### config.mk
export PLATFORM = sky130hd
export DESIGN_NAME = tcw_cursor
export DESIGN_NICKNAME = d
export VERILOG_FILES = /design/src/rtl/core/tcw_pkg.sv /design/src/rtl/core/tcw_cursor.sv
export SDC_FILE = /design/constraint.sdc
export NUM_CORES = 1
export LEC_CHECK = 0
export BUFFER_PORTS_ARGS = -buffer_cell sky130_fd_sc_hd__buf_2
export CORE_AREA = 4 4 79 99
export CTS_CLUSTER_SIZE = 30
export DETAILED_ROUTE_END_ITERATION = 12
export DIE_AREA = 0 0 83 103
export PLACE_DENSITY = 0.53
export REMOVE_ABC_BUFFERS = 1
export SLEW_MARGIN = 30
export SYNTH_ARGS = -nofsm -noshare
export SYNTH_HDL_FRONTEND = slang
export SYNTH_SLANG_ARGS = --single-unit
### constraint.sdc
create_clock -name clk -period 2.74 [get_ports clk]
set_input_delay 0.137 -clock clk [delete_from_list [all_inputs] [get_ports clk]]
set_output_delay 0.137 -clock clk [all_outputs]
set_load 0.02 [all_outputs]
### src/rtl/core/tcw_pkg.sv
// Shared types and constants for the text console writer.
`default_nettype none

package tcw_pkg;

    localparam int COL_W  = 7;
    localparam int ROW_W  = 5;
    localparam int LOC_W  = 11;
    localparam int CELL_W = 16;
    localparam int ATTR_W = 8;
    localparam int CHAR_W = 8;
    localparam int FUNC_W = 2;

    localparam logic [ATTR_W-1:0] ATTR_RESET = 8'h0F;

    // Character codes.
    localparam logic [CHAR_W-1:0] CH_SPACE     = 8'h20;
    localparam logic [CHAR_W-1:0] CH_BACKSPACE = 8'h08;
    localparam logic [CHAR_W-1:0] CH_TAB       = 8'h09;
    localparam logic [CHAR_W-1:0] CH_LINEFEED  = 8'h0A;
    localparam logic [CHAR_W-1:0] CH_RETURN    = 8'h0D;
    localparam logic [CHAR_W-1:0] CH_PRINT_HI  = 8'h7F;

    localparam int TAB_STEP = 4;

    // Blank cell written by the clearing pass after reset.
    localparam logic [CELL_W-1:0] BLANK_RESET = {ATTR_RESET, CH_SPACE};

    // Request function codes.
    localparam logic [FUNC_W-1:0] FUNC_PUT   = 2'd0;
    localparam logic [FUNC_W-1:0] FUNC_CLEAR = 2'd1;
    localparam logic [FUNC_W-1:0] FUNC_READ  = 2'd2;

    typedef struct packed {
        logic [FUNC_W-1:0] func;
        logic [CHAR_W-1:0] ch;
        logic [LOC_W-1:0]  cell_address;
    } req_t;

    typedef struct packed {
        logic [LOC_W-1:0]  cursor_pos;
        logic [CELL_W-1:0] cell_data;
    } rsp_t;

    // Command from the sequencer to the cursor unit.
    typedef struct packed {
        logic              put;
        logic              home;
        logic [CHAR_W-1:0] ch;
    } cur_cmd_t;

    // Status from the cursor unit to the sequencer.
    typedef struct packed {
        logic             printable;
        logic             scroll;
        logic [LOC_W-1:0] location;
    } cur_stat_t;

endpackage

`default_nettype wire

### src/rtl/core/tcw_cursor.sv
// Cursor column and row registers with the control-character update rules.
`default_nettype none

module tcw_cursor #(
    parameter int COLUMNS = 80,
    parameter int ROWS    = 25,
    parameter int ADDR_W  = 11
) (
    input  wire logic               clk,
    input  wire logic               rst_n,
    input  wire tcw_pkg::cur_cmd_t  cmd,
    output tcw_pkg::cur_stat_t      stat,
    output logic [ADDR_W-1:0]       cell_index
);

    localparam int CW = tcw_pkg::COL_W + 1;
    localparam int RW = tcw_pkg::ROW_W + 1;

    logic [tcw_pkg::COL_W-1:0] col_reg, col_next;
    logic [tcw_pkg::ROW_W-1:0] row_reg, row_next;
    logic [CW-1:0]             col_w;
    logic [RW-1:0]             row_w;
    logic                      printable;
    logic                      scroll;
    logic [31:0]               linear;

    assign printable = (cmd.ch >= tcw_pkg::CH_SPACE) && (cmd.ch <= tcw_pkg::CH_PRINT_HI);

    always_comb
    begin
        col_w  = {1'b0, col_reg};
        row_w  = {1'b0, row_reg};
        scroll = 1'b0;
        priority if (cmd.ch == tcw_pkg::CH_BACKSPACE)
        begin
            if (col_reg != '0)
            begin
                col_w = col_w - CW'(1);
            end
        end
        else if (cmd.ch == tcw_pkg::CH_TAB)
        begin
            col_w = (col_w + CW'(tcw_pkg::TAB_STEP)) & ~CW'(tcw_pkg::TAB_STEP - 1);
        end
        else if (cmd.ch == tcw_pkg::CH_RETURN)
        begin
            col_w = '0;
        end
        else if (cmd.ch == tcw_pkg::CH_LINEFEED)
        begin
            col_w = '0;
            row_w = row_w + RW'(1);
        end
        else if (printable)
        begin
            col_w = col_w + CW'(1);
        end
        else
        begin
            col_w = {1'b0, col_reg};
        end
        // Wrap past the last column, then scroll past the last row.
        if (col_w >= CW'(COLUMNS))
        begin
            col_w = '0;
            row_w = row_w + RW'(1);
        end
        if (row_w >= RW'(ROWS))
        begin
            row_w  = RW'(ROWS - 1);
            scroll = 1'b1;
        end
    end

    always_comb
    begin
        col_next = col_reg;
        row_next = row_reg;
        if (cmd.home)
        begin
            col_next = '0;
            row_next = '0;
        end
        else if (cmd.put)
        begin
            col_next = col_w[tcw_pkg::COL_W-1:0];
            row_next = row_w[tcw_pkg::ROW_W-1:0];
        end
    end

    always_ff @(posedge clk or negedge rst_n)
    begin
        if (!rst_n)
        begin
            col_reg <= '0;
            row_reg <= '0;
        end
        else
        begin
            col_reg <= col_next;
            row_reg <= row_next;
        end
    end

    assign linear = 32'(row_reg) * 32'(COLUMNS) + 32'(col_reg);

    assign stat.printable = printable;
    assign stat.scroll    = scroll;
    assign stat.location  = linear[tcw_pkg::LOC_W-1:0];
    assign cell_index     = linear[ADDR_W-1:0];

endmodule

`default_nettype wire

# Word-level counts from Yosys, hierarchy flattened

Index checks and enable logic that the tools add are counted.

Bits in registers: 12
Bits of input ports: 12
Output and inout bits: 24
Logic and storage cells: 38

Add/subtract/negate cells: 6
Multipliers: 1
Magnitude comparators: 4
Equal/unequal tests: 4
Muxes and demuxes: 18
Reductions and logical operators: 3

Operators with widths:

| cell                | number |
|---|---|
| $mux 8              | 6 |
| $eq 8x4->1 const B  | 4 |
| $mux 6              | 5 |
| $mux 7              | 3 |
| $mux 5              | 3 |
| $add 11x7->11       | 1 |
| $add 7x1->8 const B | 1 |
| $add 7x3->8 const B | 1 |
| $ge 8x6->1 const B  | 1 |
| $ge 8x7->1 const B  | 1 |
| $le 8x7->1 const B  | 1 |
| $sub 7x1->8 const B | 1 |
| $mul 5x3->7 const B | 1 |
| $reduce_bool 7->1   | 1 |
| $add 5x1->6 const B | 1 |
| $add 6x1->6 const B | 1 |
| $ge 6x5->1 const B  | 1 |
| $reduce_bool 2->1   | 1 |
| $logic_and 1x1->1   | 1 |
| $mux 1              | 1 |

# Longest topological paths before layout

Word-level depth: 13
Mapped depth: 14
Mapped depth without buffers: 13

# Worst setup path before layout

No wires, ideal clock.

Path kind: register to output
Start: register row_reg[1] (netlist name)
End: output stat[10] (netlist name)
Data arrival time: 2.766 ns
Data required time: 2.603 ns
Setup slack: -0.163 ns
Cell stages (with the launch flop): 9
Buffers on the path: 1
Cell sequence: dfrtp_1 ha_1 ha_1 fa_1 xnor2_1 or3b_2 xnor2_1 xnor2_1 buf_4

Word-level cells in the longest chain between the ends: 2

Ends and longest elaborated chain:

| what                     | line              | RTL |
|---|---|---|
| start: declaration       | tcw_cursor.sv:20  | `logic [tcw_pkg::ROW_W-1:0] row_reg, row_next;` |
| start signal: assignment | tcw_cursor.sv:101 | `row_reg <= row_next;` |
| $mul 5x3->7              | tcw_cursor.sv:105 | `assign linear = 32'(row_reg) * 32'(COLUMNS) + 32'(col_reg);` |
| $add 11x7->11            | tcw_cursor.sv:105 |  |
| end: declaration         | tcw_cursor.sv:12  | `output tcw_pkg::cur_stat_t stat,` |

No other way between the ends.

# Final worst setup path

Start: register row_reg[1] (netlist name)
End: output cell_index[10]

Word-level cells in the longest chain between the ends: 2

Ends and longest elaborated chain:

| what             | line              | RTL |
|---|---|---|
| $mul 5x3->7      | tcw_cursor.sv:105 |  |
| $add 11x7->11    | tcw_cursor.sv:105 |  |
| end: declaration | tcw_cursor.sv:13  | `output logic [ADDR_W-1:0] cell_index` |

No other way between the ends.

==> Implementation_results.wiki <==
{| class="wikitable"
! Metric !! Value
|-
| Basic-gate share of the synthesized area counting and, or, nand and nor cells || 0.3138
|-
| Detail Placement HPWL || roughly 5500 um
|-
| Clk pin slew, worst setup/hold paths || ~0.06 ns
|-
| Slew @ Worst Pin || between 0.4 and 0.5 ns
|-
| Startpoint of the most critical hold path || cmd[8]
|-
| Fraction of synthesized cell area taken by the top area cell type || 0.1405
|-
| Maxcap violations || 0
|-
| Commonest register cell after synthesis || dfrtp_1
|-
| Period minus WS final || about 2.8 ns
|-
| Core ar. || roughly 0.0069 sq mm
|-
| Kind of critical path || flop to output pin
|-
| Top area cells in the synthesized netlist || dfrtp_1, ha_1, buf_4
|-
| Cell Pwr Density || 193.2 mW/mm^2
|-
| Wire length of the first global-routing pass || ~12000 um
|-
| Pin count of the biggest net entering global routing || 20
|-
| Clk root buf || clkbuf_8
|-
| Cell variety after synth || 67
|-
| Share of cell area taken by muxes after synthesis || 0.01639
|-
| Synthesized-area fraction occupied by ao, oa, aoi and oai cells || 0.2523
|-
| Ratio of cells with drive above 1 in the final layout || 0.4278
|-
| Fraction of registers with async set/reset || 1.000
|-
| Violations in the final reports || negative setup slack
|-
| Total detailed-routing wirelength || about 7100 um
|-
| Global routing usage summed across all routing layers || 0.1642
|-
| Flop and latch count out of synthesis || 12
|-
| Vias in the first global route || 2469
|-
| Yosys synthesis warning count || 0
|-
| Port-buffer cells || 35
|-
| Clock buffer count from CTS || 3
|-
| Avg Synthesized Cell Area || ~7.6 sq um
|-
| Largest vdd supply drop || around 0.00012 V
|-
| Number of slew-limit violations in the final report || 0
|-
| Adder-cell area share of the yosys netlist || 0.1066
|-
| Clk_skew || 0.002963 ns
|-
| Launching element of the worst setup path || row_reg[1]
|-
| Dominant combinational cell family by area after synthesis || simple AND/OR/NAND/NOR gates
|-
| Detailed-routing iteration count for the pre-antenna-repair pass || 5
|-
| Number of violations reported at the end of detailed-routing iteration 0 || 77
|-
| Count of endpoints failing setup in the final report || 3
|-
| Fill cell instance count of the final layout || 727
|-
| Library cell occupying the most area in the post-synthesis netlist || dfrtp_1
|-
| Sequence of cells on the critical path || buf_6 > ha_4 > ha_4 > fa_2 > or3b_4 > xnor2_2 > xnor2_2 > buf_4
|-
| Antenna cells || 0
|-
| Ports placed on the boundary || 36
|-
| Area delta synth->final || 41.92%
|-
| Source-to-sink clock delay at the later pin of the worst-skew pair || 0.24 ns
|-
| Number of placement rows || 34
|-
| Maximum clock rate || between 300 and 400 MHz
|-
| Average vias per placed instance || approximately 5.4
|-
| Die footprint || roughly 0.0085 sq mm
|-
| Capturing element type of the critical path || output pin
|-
| Sequential element share of the synthesized area || 0.1405
|-
| Starting utilization of the core area || 0.3101
|-
| Critical Path Max Stage Delay || approximately 0.52 ns
|-
| Endpoints failing hold || 0
|-
| Final total negative setup slack || -0.1075 ns
|-
| Req. time, crit path || between 2 and 3 ns
|-
| Initial antenna violation count || 0
|-
| Global placer's final weighted congestion || 0.8951
|-
| CP max-delay cell || fa_2
|-
| Worst setup slack after layout || -0.03712 ns
|-
| Post-synth EDFFs || 0
|-
| Maximum fanout count along the critical path || 4
|-
| Netlist Area Pre-Place || roughly 0.0021 sq mm
|-
| P_leak || 1.339 nW
|-
| Vias post-DR || roughly 2400
|-
| Worst hold margin || approximately 0.18 ns
|-
| Flip-flop count of the largest register after layout || 7
|-
| Overflow left after global routing || 0
|-
| Vertical extent of the die || just over 100 um
|-
| Class of the most critical hold timing path || input pin to flop
|-
| Wirelength per Cell || 15.80 um
|-
| Sort of element at the start of the critical path || flop
|-
| Final core utilization || 0.4401
|-
| Xor and xnor area share after synthesis || 0.05738
|-
| Ratio of final minimum period to clock period || 1.014
|-
| Result of the run || complete, but fails checks
|-
| Reg2Reg Launch Point || row_reg[1]
|-
| Die Width || approximately 83 um
|-
| CTS H-tree lvls || 1
|-
| Detail Route Antenna Nets || 0
|-
| Layout Nets || a little under 400
|-
| DRC violation count after routing || 0
|-
| Total clock sinks || 12
|-
| Maximum clock path buffer count || 2
|-
| TritonCTS clock tree || built
|-
| RSZ-0062 raised after global routing || yes
|-
| Worst endpoint data arrival time || 2.64 ns
|-
| Max_slew headroom || 0.6874
|-
| Number of instances in the synthesized netlist || 281
|}
kinds of logic (layout without fill, tap and decap cells):
family,after synthesis,after routing
xor+xnor,14,14
buf+inv,45,124
simple gates,114,114
compound gates,76,76
mux,3,3
fa+ha+maj,17,17
flops,12,12
report_power, final:
group          total (mW)  switching, mW  internal (mW)
clock               0.195         0.0684          0.127
combinational       0.204          0.111         0.0931
sequential          0.187        0.00523          0.181
Yosys cell counts (5+ instances only):
master and n:
xnor2_1 12, dfrtp_1 12, nand2b_1 6, o21ai_0 11, nand2_1 23, nor3_1 10
inv_1 12, ha_1 15, buf_4 17, nand3_1 9, a21oi_1 15, nor2_1 18
nand4_1 11, o211ai_1 5, clkbuf_1 12
path summary, 6_finish.rpt:
kind / endpoint / depth (start not counted) / slack [ns]
setup / recovery: cell_index[10] / 8 / -0.04
hold reg to reg: col_reg[3] / 2 / 0.60
min in group asynchronous: row_reg[3] / 2 / 0.31
max in group asynchronous: col_reg[4] / 2 / 2.19
hold / removal: row_reg[1] / 2 / 0.18
setup reg to reg: row_reg[4] / 9 / 0.03
layout by cell type, fill, tap and decap left out, types with 4 or more instances in the layout:
| cell type | n |
|---|---|
| buf_4 | 68 |
| buf_6 | 5 |
| nand2_1 | 22 |
| a21oi_1 | 14 |
| inv_1 | 11 |
| nand2b_1 | 6 |
| buf_2 | 33 |
| clkbuf_8 | 4 |
| a22o_1 | 4 |
| dfrtp_1 | 8 |
| nor3_1 | 8 |
| ha_1 | 7 |
| dfrtp_2 | 4 |
| ha_4 | 4 |
| o21ai_2 | 4 |
| xnor2_2 | 4 |
| o21ai_0 | 8 |
| o31a_1 | 4 |
| nor2_1 | 18 |
| xnor2_1 | 8 |
| nand4_1 | 11 |
| ha_2 | 4 |
| or4_1 | 4 |
| o211ai_1 | 5 |
| nand3_1 | 7 |
metal layers:
layer | vias up | GRT usage | part of all wire
met5 | - | 0 | 0
met4 | 0 | 0.07044 | 0.033
met3 | 20 | 0.02478 | 0.027
met2 | 58 | 0.3216 | 0.54
met1 | 1172 | 0.1752 | 0.40
li1 | 1197 | - | -
critical path, delay by kind of cell, from the launching register on:
| family | cells | cell delay, ns |
|---|---|---|
| flip-flops | 1 | 0.45 |
| XOR/XNOR | 2 | 0.34 |
| buffers and inverters | 2 | 0.32 |
| AND/OR/NAND/NOR | 1 | 0.38 |
| adder cells (fa/ha/maj) | 3 | 0.89 |
cell type report:
class | instances | area, sq um | area share
tap | 90 | 112.6 | 0.03713
clock buffer | 4 | 55.05 | 0.01815
inverter | 12 | 45.04 | 0.01485
multi-input combinational | 224 | 1753 | 0.5780
timing repair buffer | 108 | 762.0 | 0.2512
sequential | 12 | 305.3 | 0.1007
repair_timing:
| action | in CTS | in global routing |
|---|---|---|
| cloned | 0 | 1 |
| hold buffers | 1 | 0 |
| resized for setup | 28 | 17 |
| pin swaps | 24 | 17 |
| endpoints found under the setup margin | 9 | 12 |
| hold endpoints to repair | 12 | 0 |
| setup buffers | 14 | 4 |
metrics by stage:
stage / area, sq um / setup WS, ns / total power [mW] / cells
2_1_floorplan: 1941 / -0.2617 / 0.2817 / 248
3_3_place_gp: 2654 / -0.06912 / 0.3705 / 428
3_5_place_dp: 2654 / -0.06522 / 0.3731 / 428
4_1_cts: 2925 / -0.09684 / 0.5860 / 446
5_1_grt: 3033 / -0.1522 / 0.6224 / 450
6_report: 3033 / -0.03712 / 0.5858 / 450
Note: power is estimated with default switching activity, not from simulation.
